File: src/sv/rfp_pkg.sv
`timescale 1ns / 1ps

package rfp_pkg;

  localparam int FRAME_BYTES = 11;
  localparam int COUNT_W = $clog2(FRAME_BYTES + 1);
  localparam int INDEX_W = $clog2(FRAME_BYTES);
  localparam int DIST_W = 20;

  typedef logic [FRAME_BYTES-1:0][7:0] frame_t;

  typedef enum logic [1:0] {
    STATUS_REJECT   = 2'd0,
    STATUS_DISTANCE = 2'd1,
    STATUS_DEVICE   = 2'd2,
    STATUS_BAD_DIGIT = 2'd3
  } status_t;

  typedef enum logic [2:0] {
    FAULT_NONE        = 3'd0,
    FAULT_BATTERY     = 3'd1,
    FAULT_CALCULATION = 3'd2,
    FAULT_RANGE       = 3'd3,
    FAULT_WEAK_SIGNAL = 3'd4,
    FAULT_STRONG_LIGHT = 3'd5,
    FAULT_DISPLAY     = 3'd6,
    FAULT_UNKNOWN     = 3'd7
  } fault_t;

  typedef struct packed {
    status_t            status;
    fault_t             fault_kind;
    logic [DIST_W-1:0]  distance;
  } result_t;

  localparam logic [7:0] HDR_BYTE0 = 8'h80;
  localparam logic [7:0] HDR_BYTE1 = 8'h06;
  localparam logic [7:0] HDR_BYTE2 = 8'h83;
  localparam logic [7:0] ASCII_E = 8'h45;
  localparam logic [7:0] ASCII_R = 8'h52;
  localparam logic [7:0] ASCII_0 = 8'h30;
  localparam logic [7:0] ASCII_1 = 8'h31;
  localparam logic [7:0] ASCII_2 = 8'h32;
  localparam logic [7:0] ASCII_4 = 8'h34;
  localparam logic [7:0] ASCII_5 = 8'h35;
  localparam logic [7:0] ASCII_6 = 8'h36;
  localparam logic [7:0] ASCII_8 = 8'h38;
  localparam logic [7:0] ASCII_9 = 8'h39;

  localparam logic OP_DATA = 1'b0;
  localparam logic OP_IDLE = 1'b1;

endpackage

File: src/sv/rfp_frame_store.sv
`timescale 1ns / 1ps

module rfp_frame_store (
  input  logic           clk,
  input  logic           rst,
  input  logic           wr_en,
  input  logic [7:0]     wr_byte,
  input  logic           clr,
  output rfp_pkg::frame_t frame
);

  logic [rfp_pkg::COUNT_W-1:0] byte_count;
  rfp_pkg::frame_t              store;

  always_ff @(posedge clk) begin
    if (rst || clr) begin
      store <= '0;
      byte_count <= '0;
    end else if (wr_en && (byte_count < rfp_pkg::COUNT_W'(rfp_pkg::FRAME_BYTES))) begin
      store[byte_count[rfp_pkg::INDEX_W-1:0]] <= wr_byte;
      byte_count <= byte_count + 1'b1;
    end
  end

  assign frame = store;

endmodule

File: src/sv/rfp_judge.sv
`timescale 1ns / 1ps

module rfp_judge (
  input  rfp_pkg::frame_t  frame,
  output rfp_pkg::result_t result
);

  localparam int DW = rfp_pkg::DIST_W;

  logic [7:0]    sum;
  logic          header_ok;
  logic          check_ok;
  logic          is_err;
  logic          digits_ok;
  logic [3:0]    d3, d4, d5, d7, d8;
  rfp_pkg::fault_t fault;
  logic [DW-1:0] range_value;

  function automatic logic is_digit(input logic [7:0] b);
    return (b >= rfp_pkg::ASCII_0) && (b <= rfp_pkg::ASCII_9);
  endfunction

  always_comb begin
    sum = '0;
    for (int i = 0; i < 10; i++) begin
      sum = sum + frame[i];
    end
  end

  assign header_ok = (frame[0] == rfp_pkg::HDR_BYTE0) && (frame[1] == rfp_pkg::HDR_BYTE1) &&
                     (frame[2] == rfp_pkg::HDR_BYTE2);
  assign check_ok  = (8'(sum + frame[10]) == 8'd0);
  assign is_err    = (frame[3] == rfp_pkg::ASCII_E) && (frame[4] == rfp_pkg::ASCII_R) &&
                     (frame[5] == rfp_pkg::ASCII_R);
  assign digits_ok = is_digit(frame[3]) && is_digit(frame[4]) && is_digit(frame[5]) &&
                     is_digit(frame[7]) && is_digit(frame[8]);

  assign d3 = frame[3][3:0];
  assign d4 = frame[4][3:0];
  assign d5 = frame[5][3:0];
  assign d7 = frame[7][3:0];
  assign d8 = frame[8][3:0];

  assign range_value = DW'(DW'(d3) * DW'(100000)) + DW'(DW'(d4) * DW'(10000)) +
                       DW'(DW'(d5) * DW'(1000)) + DW'(DW'(d7) * DW'(100)) +
                       DW'(DW'(d8) * DW'(10));

  always_comb begin
    fault = rfp_pkg::FAULT_UNKNOWN;
    if (frame[8] == rfp_pkg::ASCII_1) begin
      case (frame[9])
        rfp_pkg::ASCII_0: fault = rfp_pkg::FAULT_BATTERY;
        rfp_pkg::ASCII_4: fault = rfp_pkg::FAULT_CALCULATION;
        rfp_pkg::ASCII_5: fault = rfp_pkg::FAULT_RANGE;
        rfp_pkg::ASCII_6: fault = rfp_pkg::FAULT_WEAK_SIGNAL;
        rfp_pkg::ASCII_8: fault = rfp_pkg::FAULT_STRONG_LIGHT;
        default:          fault = rfp_pkg::FAULT_UNKNOWN;
      endcase
    end else if ((frame[8] == rfp_pkg::ASCII_2) && (frame[9] == rfp_pkg::ASCII_6)) begin
      fault = rfp_pkg::FAULT_DISPLAY;
    end
  end

  always_comb begin
    result.status = rfp_pkg::STATUS_REJECT;
    result.fault_kind = rfp_pkg::FAULT_NONE;
    result.distance = '0;
    if (header_ok && check_ok) begin
      if (is_err) begin
        result.status = rfp_pkg::STATUS_DEVICE;
        result.fault_kind = fault;
      end else if (!digits_ok) begin
        result.status = rfp_pkg::STATUS_BAD_DIGIT;
      end else begin
        result.status = rfp_pkg::STATUS_DISTANCE;
        result.distance = range_value;
      end
    end
  end

endmodule

File: src/sv/rangefinder_reply_frame_parser_unit.sv
`timescale 1ns / 1ps

// Parses reply frames of a laser rangefinder. Each slave-side transfer is either a received
// byte (tuser low) or a line-idle event (tuser high). The first 11 bytes of a frame are
// kept and later ones are dropped; an idle event judges the frame (header 80 06 83 and a
// two's-complement checksum in byte 10), produces exactly one master-side transfer with
// the status, fault kind and distance, and clears the frame. The block takes one transfer
// every cycle unless an idle event waits in the input register for an unaccepted result;
// an idle event passes the input register, the combinational judge and the result register.
module rangefinder_reply_frame_parser_unit (
  input  logic        clk,
  input  logic        rst,
  input  logic        s_axis_tvalid,
  output logic        s_axis_tready,
  input  logic [7:0]  s_axis_tdata,   // [7:0] rx_byte
  input  logic        s_axis_tuser,   // [0] operation
  output logic        m_axis_tvalid,
  input  logic        m_axis_tready,
  output logic [23:0] m_axis_tdata,   // [2:0] fault_kind, [22:3] distance, [23] zero
  output logic [1:0]  m_axis_tuser    // [1:0] status
);

  logic             in_valid;
  logic             in_op;
  logic [7:0]       in_byte;
  logic             out_valid;
  rfp_pkg::result_t out_result;
  rfp_pkg::result_t judged;
  rfp_pkg::frame_t  frame;
  logic             slot_free;
  logic             proc;

  assign slot_free = !out_valid || m_axis_tready;
  assign proc = in_valid && ((in_op == rfp_pkg::OP_DATA) || slot_free);
  assign s_axis_tready = !in_valid || proc;

  always_ff @(posedge clk) begin
    if (rst) begin
      in_valid <= 1'b0;
    end else if (s_axis_tvalid && s_axis_tready) begin
      in_valid <= 1'b1;
    end else if (proc) begin
      in_valid <= 1'b0;
    end
  end

  always_ff @(posedge clk) begin
    if (s_axis_tvalid && s_axis_tready) begin
      in_op <= s_axis_tuser;
      in_byte <= s_axis_tdata;
    end
  end

  rfp_frame_store u_store (
    .clk     (clk),
    .rst     (rst),
    .wr_en   (proc && (in_op == rfp_pkg::OP_DATA)),
    .wr_byte (in_byte),
    .clr     (proc && (in_op == rfp_pkg::OP_IDLE)),
    .frame   (frame)
  );

  rfp_judge u_judge (
    .frame  (frame),
    .result (judged)
  );

  always_ff @(posedge clk) begin
    if (rst) begin
      out_valid <= 1'b0;
    end else if (proc && (in_op == rfp_pkg::OP_IDLE)) begin
      out_valid <= 1'b1;
    end else if (m_axis_tready) begin
      out_valid <= 1'b0;
    end
  end

  always_ff @(posedge clk) begin
    if (proc && (in_op == rfp_pkg::OP_IDLE)) begin
      out_result <= judged;
    end
  end

  assign m_axis_tvalid = out_valid;
  assign m_axis_tdata = {1'b0, out_result.distance, out_result.fault_kind};
  assign m_axis_tuser = out_result.status;

endmodule
File: config.mk
export PLATFORM = sky130hd
export DESIGN_NAME = rangefinder_reply_frame_parser_unit
export DESIGN_NICKNAME = d
export VERILOG_FILES = /design/src/sv/rfp_pkg.sv /design/src/sv/rfp_frame_store.sv /design/src/sv/rfp_judge.sv /design/src/sv/rangefinder_reply_frame_parser_unit.sv
export SDC_FILE = /design/constraint.sdc
export NUM_CORES = 1
export LEC_CHECK = 0
export BUFFER_PORTS_ARGS = -buffer_cell sky130_fd_sc_hd__buf_2
export CORE_MARGIN = 2
export CORE_UTILIZATION = 30
export DETAILED_ROUTE_END_ITERATION = 16
export MAX_ROUTING_LAYER = met4
export PLACE_DENSITY = 0.55
export SYNTH_ARGS = -nofsm -noshare
export SYNTH_HDL_FRONTEND = slang
export SYNTH_SLANG_ARGS = --single-unit
File: constraint.sdc
create_clock -name clk -period 12.2 [get_ports clk]
set_clock_uncertainty 0.2 [all_clocks]
set_input_delay 1.22 -clock clk [delete_from_list [all_inputs] [get_ports clk]]
set_output_delay 1.22 -clock clk [all_outputs]
set_load 0.005 [all_outputs]
==> results.py, run 1 <==
metrics = {
    "worst_setup_path": {
        "crit_top_cell": "fa_1",
        "crit_arrival_ps": 6290,
        "slowest_stage": "nor4_1",
        "worstPathMaxFanout": 19,
        "required_ps": 12250,
        "critPathLaunchType": "register",
        "path_cells": "fa_1 > inv_1 > fa_1 > fa_1 > fa_1 > inv_1 > fa_1 > ha_1 > inv_1 > fa_1 > nor4b_1 > nand4_1 > nor4_1 > nand3b_4 > a2111oi_2",
        "cpPeakStageDelay_ps": 720,
        "endpoint_kind": "register",
        "crit_type": "register to register",
    },
    "clocking": {
        "clk_latency_ps": 440,
        "tritoncts": "done",
        "cts_hold_buf": 0,
        "ctsResizeCount": 0,
        "clock_tree.root_cell": "clkbuf_16",
        "h-tree-depth": 4,
        "cts_sinks": 127,
        "clockBufferDepth": 2,
        "cts_setup_buffers": 0,
        "clk_pin_slew_ps": 70,
        "cts_buffers": 17,
    },
    "global_route": {
        "track_usage_pct": 13.9,
        "grt_antenna_before_repair": 0,
        "grt_pass1_vias": 7041,
        "grt-ovfl-total": 0,
        "grt_pass1_wl_um": 37300,
        "grt_max_degree": 93,
    },
    "run": {
        "cap_violations": 0,
    },
    "synth": {
        "synth_cell_types": 50,
        "syn_area_um2": 10100,
        "synth_flop_cell": "dfxtp_1",
        "synth_cells": 1042,
        "synth_edf_count": 33,
        "synth_top_area_share_pct": 18.7,
        "synth_seq_cells": 127,
        "syn_area_per_cell_um2": 9.65,
        "synth_area_leader_cell": "dfxtp_1",
        "ys.warnings.count": 0,
        "synth.area.top_cells": "dfxtp_1 (19%), fa_1 (18%), ha_1 (17%)",
        "seq_area_frac_synth_pct": 28.6,
        "synthArstFlopShare_pct": 0,
    },
    "die": {
        "fp.dieW_um": 187,
        "core_um2": 33300,
        "rows": 67,
        "die_h_um": 187,
        "fp.dieArea_um2": 35000,
        "start_util_pct": 30.2,
        "io_pins": 41,
    },
    "cells_and_area": {
        "n_antenna_cell": 0,
        "synthToLayoutAreaGrowth_pct": 12.6,
        "layout_common_cells": "inv_1 (143), ha_1 (133), dfxtp_1 (94), fa_1 (92), nand2_1 (84)",
        "fillers": 3423,
        "multi_input_area_um2": 6520,
        "drive_above_1_share_pct": 8.20,
        "fin_cells": 1534,
        "final_core_util_pct": 34.0,
        "final_common_cell": "inv_1",
        "ff_latch_area_um2": 2870,
        "finish.net_count": 1311,
    },
    "sta": {
        "min_period_ps": 6240,
        "worst_slew_pin_slew_ps": 1110,
        "timing.slew.headroom_pct": 25.9,
        "finalSetupTns_ps": 0,
        "setup_slack_ps": 5960,
        "fin_crit_sh_pct": 51.2,
        "slew_viol_final": 0,
        "hold_viol": 0,
        "max_freq_ghz": 0.160,
        "setup_violations": 0,
        "rsz0062_at_grt": "no",
        "fin_hold_ws_ps": 276,
    },
    "routing": {
        "drc_errors": 0,
        "vias": 7051,
        "dr.pass1.iters": 5,
        "ant_nets": 0,
        "avgViaCountPerCell": 4.60,
        "wl_um": 22700,
        "wl_per_cell_um": 14.8,
        "drtIter0Drc": 484,
    },
    "pwr": {
        "vdd_drop_max_v": 0.000110,
        "p_leak_nw": 5.05,
        "power.density_nw_per_um2": 88.6,
    },
    "run_status": {
        "status": "complete, no violations",
    },
    "placed_design": {
        "io_buffer_count": 38,
        "place_ws_ps": 5880,
        "dp.cells": 1502,
        "gp_congestion": 0.807,
        "dp_hpwl_um": 17200,
    },
    "hold_path": {
        "hold_path.class": "register to register",
    },
}
-- cell usage after synthesis, types with 2 or more instances --
cell type / number
nand2b_1: 2
ha_1: 133
nand2_1: 84
mux2i_1: 33
nand4b_1: 2
a211oi_1: 5
o41ai_1: 2
edfxtp_1: 33
nor4_1: 4
o21bai_1: 5
nand3_1: 70
nor3_1: 12
nor4bb_1: 2
a21o_1: 8
xnor2_1: 39
or4_1: 3
nand4_1: 4
clkbuf_1: 31
o21ai_0: 14
a31oi_1: 8
mux2_2: 2
or2_2: 2
nor2_1: 76
buf_4: 2
o211a_1: 2
o21a_1: 3
fa_1: 92
nor4b_1: 5
nor2b_1: 5
a21oi_1: 83
and2_1: 4
xor2_1: 17
nand3b_1: 2
inv_1: 143
or3_1: 2
dfxtp_1: 94
-- area by class of cell --
cell class / count / share of cell area, %
tap: 448 / 4.95
sequential: 127 / 25.4
multi-input combinational: 739 / 57.5
clock inverter: 13 / 1.05
inverter: 143 / 4.74
timing repair buffer: 45 / 2.14
clock buffer: 19 / 4.20
-- power by group --
| part | internal [mW] | switching (mW) |
|---|---|---|
| combinational | 0.0103 | 0.0209 |
| clock | 0.308 | 0.218 |
| sequential | 0.437 | 0.00902 |
-- metrics by stage --
stage / instance area (um^2) / total power [mW]
2_1_floorplan: 10100 / 0.472
3_3_place_gp: 10700 / 0.487
3_5_place_dp: 10700 / 0.487
4_1_cts: 11300 / 1.01
5_1_grt: 11300 / 1.04
6_report: 11300 / 1.00
-- cell families (layout without fill, tap and decap cells) --
family | after synthesis | after routing | synth area share, %
buffers and inverters | 177 | 220 | 6.76
multiplexers | 35 | 35 | 3.51
AO/OA/AOI/OAI | 135 | 135 | 7.77
flip-flops | 127 | 127 | 28.6
adder cells (fa/ha/maj) | 225 | 225 | 34.9
AND/OR/NAND/NOR | 285 | 285 | 13.4
XOR/XNOR | 57 | 57 | 5.10
other | 1 | 2 | 0.0373
-- registers in the layout, indices dropped and copies added (netlist names) --
| register | flops |
|---|---|
| u_store.byte_count | 4 |
| in_op | 1 |
| in_valid | 1 |
| m_axis_tvalid | 1 |
| m_axis_tdata | 22 |
| in_byte | 8 |
| u_store.frame | 88 |
| m_axis_tuser | 2 |
-- worst max-delay path, delay by kind of cell, from the launching register on --
kind | cells | cell delay (ps)
fa+ha+maj | 7 | 3190
simple gates | 4 | 1480
flops | 1 | 620
compound gates | 1 | 350
buf+inv | 3 | 220
-- path summary, 6_finish.rpt --
| path | startpoint | end | slack (ps) | cells after the start |
|---|---|---|---|---|
| worst max-delay path | u_store.frame[34] | m_axis_tdata[22] | 5960 | 15 |
| worst min-delay path | u_store.frame[50] | u_store.frame[50] | 280 | 2 |
| worst max register to register | u_store.frame[34] | m_axis_tdata[22] | 5960 | 15 |
| worst min register to register | u_store.frame[50] | u_store.frame[50] | 280 | 2 |
-- routing by layer --
metal | track usage, % | part of all wire [%]
met5 | - | 0
met2 | 20.6 | 45
met4 | 3.39 | 0.84
met1 | 19.7 | 51
met3 | 2.38 | 3.3
Note: power is estimated with default switching activity, not from simulation.
==> inputs of run 2 (changes only) <==
--- a/config.mk
+++ b/config.mk
@@ -10,7 +10,7 @@
 export CORE_UTILIZATION = 30
 export DETAILED_ROUTE_END_ITERATION = 16
 export MAX_ROUTING_LAYER = met4
-export PLACE_DENSITY = 0.55
+export PLACE_DENSITY = 0.56
 export SYNTH_ARGS = -nofsm -noshare
 export SYNTH_HDL_FRONTEND = slang
 export SYNTH_SLANG_ARGS = --single-unit
==> constraint.sdc (replaced) <==
create_clock -name clk -period 5.1 [get_ports clk]
set_clock_uncertainty 0.2 [all_clocks]
set_input_delay 0.51 -clock clk [delete_from_list [all_inputs] [get_ports clk]]
set_output_delay 0.51 -clock clk [all_outputs]
set_load 0.005 [all_outputs]
==> run 2 against run 1 <==
The flow now finishes with violations (negative setup slack). Critical path type unchanged. Non-clock buffer count increased by 97. Maximum frequency grew 14%. Highest routed layer unchanged. Flip-flop and latch count is the same. Sequential power grew 140%. Combinational power increased to 2.6 times the previous value. First-iteration DRC count is 17% lower. Routed wire length increased by 7.1%. Setup slack got worse by 6300 ps. Sequential share of layout area fell by 2.3 points. Die area unchanged. Clock power grew 130%.
==> results.py, run 2 (synthesized netlist as in run 1, its figures left out) <==
metrics = {
    "worst_setup_path": {
        "path_cells": "buf_4 > fa_1 > inv_2 > fa_1 > fa_1 > fa_1 > inv_1 > fa_1 > ha_2 > inv_2 > fa_2 > nor4b_4 > nand4_1 > nor4_4 > buf_4 > nand3b_4 > a2111oi_4",
        "slowest_stage": "fa_1",
        "endpoint_kind": "register",
        "critical-path-top-delay-family": "adder cells",
        "crit_type": "register to register",
        "critPathBufInv": 5,
        "worstPathMaxFanout": 6,
        "crit_arrival_ps": 5490,
        "crit_top_cell": "fa_1",
        "cpPeakStageDelay_ps": 530,
        "critPathLaunchType": "register",
        "required_ps": 5140,
    },
    "global_route": {
        "grt_max_degree": 72,
        "grt-ovfl-total": 0,
        "grt_pass1_wl_um": 40400,
        "grt_antenna_before_repair": 0,
        "track_usage_pct": 15.1,
        "grt_pass1_vias": 7627,
    },
    "sta": {
        "hold_viol": 0,
        "worst_slew_pin_slew_ps": 975,
        "fin_crit_sh_pct": 107,
        "rsz0062_at_grt": "yes",
        "min_period_ps": 5460,
        "slew_viol_final": 0,
        "fin_hold_ws_ps": 47.2,
        "timing.slew.headroom_pct": 34.1,
        "setup_slack_ps": -358,
        "setup_violations": 24,
        "max_freq_ghz": 0.183,
    },
    "routing": {
        "dr.pass1.iters": 5,
        "avgViaCountPerCell": 4.53,
        "ant_nets": 0,
        "wl_um": 24300,
        "drc_errors": 0,
        "drtIter0Drc": 400,
        "vias": 7388,
        "wl_per_cell_um": 14.9,
    },
    "die": {
        "start_util_pct": 30.2,
        "io_pins": 41,
        "rows": 67,
        "core_um2": 33300,
        "fp.dieW_um": 187,
        "fp.dieArea_um2": 35000,
        "die_h_um": 187,
    },
    "clocking": {
        "cts_sinks": 127,
        "clk_pin_slew_ps": 60,
        "clock_tree.root_cell": "clkbuf_16",
        "clk_latency_ps": 430,
        "clockBufferDepth": 2,
        "h-tree-depth": 4,
        "cts_buffers": 17,
        "tritoncts": "done",
    },
    "pwr": {
        "p_leak_nw": 5.59,
        "vdd_drop_max_v": 0.000229,
        "power.density_nw_per_um2": 189,
        "fin_total_pwr_mw": 2.37,
    },
    "run": {
        "cap_violations": 0,
    },
    "placed_design": {
        "dp.cells": 1588,
        "io_buffer_count": 38,
        "dp_hpwl_um": 18400,
        "gp_congestion": 0.835,
    },
    "cells_and_area": {
        "layout_common_cells": "inv_1 (134), ha_1 (116), buf_4 (94), fa_1 (90), dfxtp_1 (86)",
        "synthToLayoutAreaGrowth_pct": 24.8,
        "fin_cells": 1631,
        "ff_latch_area_um2": 2890,
        "final_core_util_pct": 37.7,
        "multi_input_area_um2": 6950,
        "fillers": 3338,
        "drive_above_1_share_pct": 22.3,
        "largest_reg_flops": 88,
        "finish.net_count": 1408,
        "n_antenna_cell": 0,
        "final_common_cell": "inv_1",
    },
    "hold_path": {
        "hold_path.class": "input port to register",
    },
    "run_status": {
        "failed_checks": "negative setup slack",
        "status": "complete, but fails checks",
    },
}
==> run 2: cell types whose count changed in the layout (fill, tap and decap cells not counted), sizes merged <==
cell    before  now
buf         45  142
clkinv       3    4
inv        150  149
==> run 2: timing repair <==
item / CTS / global route
setup buffers: 4 / 7
cloned: 0 / 0
setup endpoints to repair: 24 / 24
hold buffers: 0 / 0
pin swaps: 16 / 36
gates resized for setup: 24 / 38
==> run 2: layout make-up <==
cell class	instances	area share, %
multi-input cells	739	55.4
inverters	143	4.28
clock inverters	13	0.997
repair buffers	142	8.11
flip-flops and latches	127	23.0
well taps	448	4.47
clock buffers	19	3.70
==> run 2: final timing paths <==
kind	from	to	slack, ps	cells past startpoint
min reg2reg	u_store.frame[55]	u_store.frame[55]	270	2
max	u_store.frame[42]	m_axis_tdata[22]	-360	17
min	s_axis_tdata[4]	in_byte[4]	50	1
max reg2reg	u_store.frame[42]	m_axis_tdata[22]	-360	17
==> run 2: power breakdown <==
group / total (mW) / leakage, nW / internal [mW] / switching, mW
Sequential: 1.07 / 1.05 / 1.05 / 0.0214
Combinational: 0.0812 / 4.26 / 0.0286 / 0.0526
Clock: 1.22 / 0.288 / 0.721 / 0.504
Total: 2.37 / 5.59 / 1.79 / 0.578
==> run 2: metal layers <==
layer  part of all wire, %  vias up  GRT usage (%)
li1                      -     3694              -
met1                    47     3546           19.3
met5                     0        -              -
met2                    48      125           24.8
met4                   1.5        0           3.75
met3                   3.1       23           2.57
==> run 2: through the flow <==
step / setup slack [ps] / setup TNS [ps] / area [um^2]
floorplan: -59.4 / -151 / 10300
global placement: -342 / -5000 / 11600
detailed placement: -426 / -6620 / 11600
CTS: -367 / -5960 / 12300
global route: -599 / -9360 / 12500
finish: -358 / -5820 / 12500
==> inputs of run 3 (changes only) <==
--- a/config.mk
+++ b/config.mk
@@ -11,6 +11,7 @@
 export DETAILED_ROUTE_END_ITERATION = 16
 export MAX_ROUTING_LAYER = met4
 export PLACE_DENSITY = 0.56
+export RECOVER_POWER = 25
 export SYNTH_ARGS = -nofsm -noshare
 export SYNTH_HDL_FRONTEND = slang
 export SYNTH_SLANG_ARGS = --single-unit
==> run 3 against run 2 <==
Routed wire length about the same. Critical path type unchanged. The run ends with max-capacitance violations, max-slew violations, negative setup slack left. Global-route usage did not move. Core utilization is essentially flat. Maximum frequency hardly changed. Largest power group unchanged. Final cell count did not move. Clock power barely moved. Largest cell class unchanged.
==> results.py, run 3 (synthesized netlist as in run 1, its figures left out) <==
metrics = {
    "run_status": {
        "status": "complete, but fails checks",
        "failed_checks": "max-capacitance violations, max-slew violations, negative setup slack",
    },
    "sta": {
        "slew_viol_final": 25,
        "worst_slew_pin_slew_ps": 1500,
        "fin_hold_ws_ps": 47.1,
        "hold_viol": 0,
        "fin_crit_sh_pct": 107,
        "setup_violations": 24,
        "min_period_ps": 5460,
        "rsz0062_at_grt": "yes",
        "max_freq_ghz": 0.183,
        "timing.slew.headroom_pct": -0.195,
        "setup_slack_ps": -358,
    },
    "global_route": {
        "track_usage_pct": 15.1,
        "grt_pass1_vias": 7627,
        "grt_max_degree": 72,
        "grt_antenna_before_repair": 0,
        "grt-ovfl-total": 0,
        "grt_pass1_wl_um": 40400,
    },
    "hold_path": {
        "min_to": "in_byte[4]",
        "worstHoldStart": "s_axis_tdata[4]",
        "hold_path.class": "input port to register",
        "whs_path_depth": 1,
    },
    "die": {
        "fp.dieW_um": 187,
        "start_util_pct": 30.2,
        "core_um2": 33300,
        "rows": 67,
        "fp.dieArea_um2": 35000,
        "io_pins": 41,
        "die_h_um": 187,
    },
    "cells_and_area": {
        "finish.net_count": 1408,
        "layout_common_cells": "inv_1 (134), ha_1 (116), buf_4 (93), fa_1 (90), dfxtp_1 (86)",
        "synthToLayoutAreaGrowth_pct": 24.7,
        "n_antenna_cell": 0,
        "drive_above_1_share_pct": 22.1,
        "final_common_cell": "inv_1",
        "largest_reg_flops": 88,
        "fin_cells": 1631,
    },
    "pwr": {
        "p_leak_nw": 5.58,
        "vdd_drop_max_v": 0.000227,
        "power.density_nw_per_um2": 189,
        "pwr-share-clk_pct": 51.6,
        "power.internal_mw": 1.79,
        "switching_share_pct": 24.3,
        "p_switching_uw": 577,
        "p_seq_share_pct": 45.0,
        "pwr-share-comb_pct": 3.4,
    },
    "worst_setup_path": {
        "endpoint_kind": "register",
        "critPathLaunchType": "register",
        "regToRegEndpoint": "m_axis_tdata[22]",
        "critPathBufInv": 5,
        "cpPeakStageDelay_ps": 530,
        "crit_arrival_ps": 5490,
        "slowest_stage": "fa_1",
        "worstPathMaxFanout": 6,
        "r2r_slack_ps": -360,
        "ff2ff_path_depth": 17,
        "crit_top_cell": "fa_1",
        "reg2reg_from": "u_store.frame[42]",
        "critical-path-top-delay-family": "adder cells",
        "required_ps": 5130,
        "crit_type": "register to register",
        "path_cells": "buf_4 > fa_1 > inv_2 > fa_1 > fa_1 > fa_1 > inv_1 > fa_1 > ha_2 > inv_2 > fa_2 > nor4b_4 > nand4_1 > nor4_4 > buf_4 > nand3b_4 > a2111oi_4",
    },
    "placed_design": {
        "gp_congestion": 0.835,
        "io_buffer_count": 38,
        "dp.cells": 1588,
        "dp_hpwl_um": 18400,
    },
    "clocking": {
        "clockBufferDepth": 2,
        "tritoncts": "done",
        "h-tree-depth": 4,
        "clock_tree.root_cell": "clkbuf_16",
        "cts_buffers": 17,
        "cts_sinks": 127,
        "cts_hold_buf": 0,
        "clk_pin_slew_ps": 60,
        "clk_latency_ps": 430,
    },
    "routing": {
        "dr.pass1.iters": 5,
        "drc_errors": 0,
        "wl_per_cell_um": 14.9,
        "avgViaCountPerCell": 4.53,
        "wl_um": 24300,
        "ant_nets": 0,
        "vias": 7386,
        "drtIter0Drc": 395,
    },
    "run": {
        "cap_violations": 1,
    },
}
==> run 3: layout make-up <==
cell class              instances  area, um^2
fillers                      3341       20700
clock buffers                  19         464
repair buffers                142        1010
well taps                     448         561
flip-flops and latches        127        2890
multi-input cells             739        6950
clock inverters                13         125
inverters                     143         537
==> run 3: how the worst max path moves through the flow <==
| stage | from | end | slack (ps) | depth (start not counted) |
|---|---|---|---|---|
| after floorplan | u_store.frame[42] | m_axis_tdata[21] | -60 | 22 |
| after global placement | u_store.frame[26] | m_axis_tdata[22] | -340 | 17 |
| after detailed placement | u_store.frame[26] | m_axis_tdata[22] | -430 | 15 |
| after CTS | u_store.frame[34] | m_axis_tdata[11] | -370 | 17 |
| after global routing | u_store.frame[42] | m_axis_tdata[22] | -600 | 20 |
| final | u_store.frame[42] | m_axis_tdata[22] | -360 | 17 |
==> run 3: power by group through the flow <==
stage | clock network, mW | logic [mW] | registers (mW)
after floorplan | 0 | 0.0546 | 1.07
after global placement | 0 | 0.0799 | 1.09
after detailed placement | 0 | 0.0804 | 1.09
after CTS | 1.25 | 0.0811 | 1.07
after global routing | 1.29 | 0.0896 | 1.07
final | 1.22 | 0.0807 | 1.07
==> run 3: metal layers <==
metal	track usage [%]	up-vias	wire length, um
met5	-	-	0
met4	3.75	0	352
met3	2.57	22	795
met2	24.8	133	11700
met1	19.3	3540	11500
li1	-	3691	-
==> run 3: metrics by stage <==
step / setup slack, ps / power, mW / TNS [ps] / instance area, um^2 / utilization [%]
6_report: -358 / 2.37 / -5830 / 12500 / 37.7
5_1_grt: -599 / 2.45 / -9360 / 12500 / 37.7
2_1_floorplan: -59.4 / 1.13 / -151 / 10300 / -
3_3_place_gp: -342 / 1.17 / -5000 / 11600 / 34.9
3_5_place_dp: -426 / 1.17 / -6620 / 11600 / 34.9
4_1_cts: -367 / 2.39 / -5960 / 12300 / 37.1
==> run 3: repair_timing <==
item / in CTS / in global routing
gates resized for setup: 24 / 38
buffers inserted: 4 / 7
setup endpoints to repair: 24 / 24
cloned: 0 / 0
pin swaps: 16 / 36
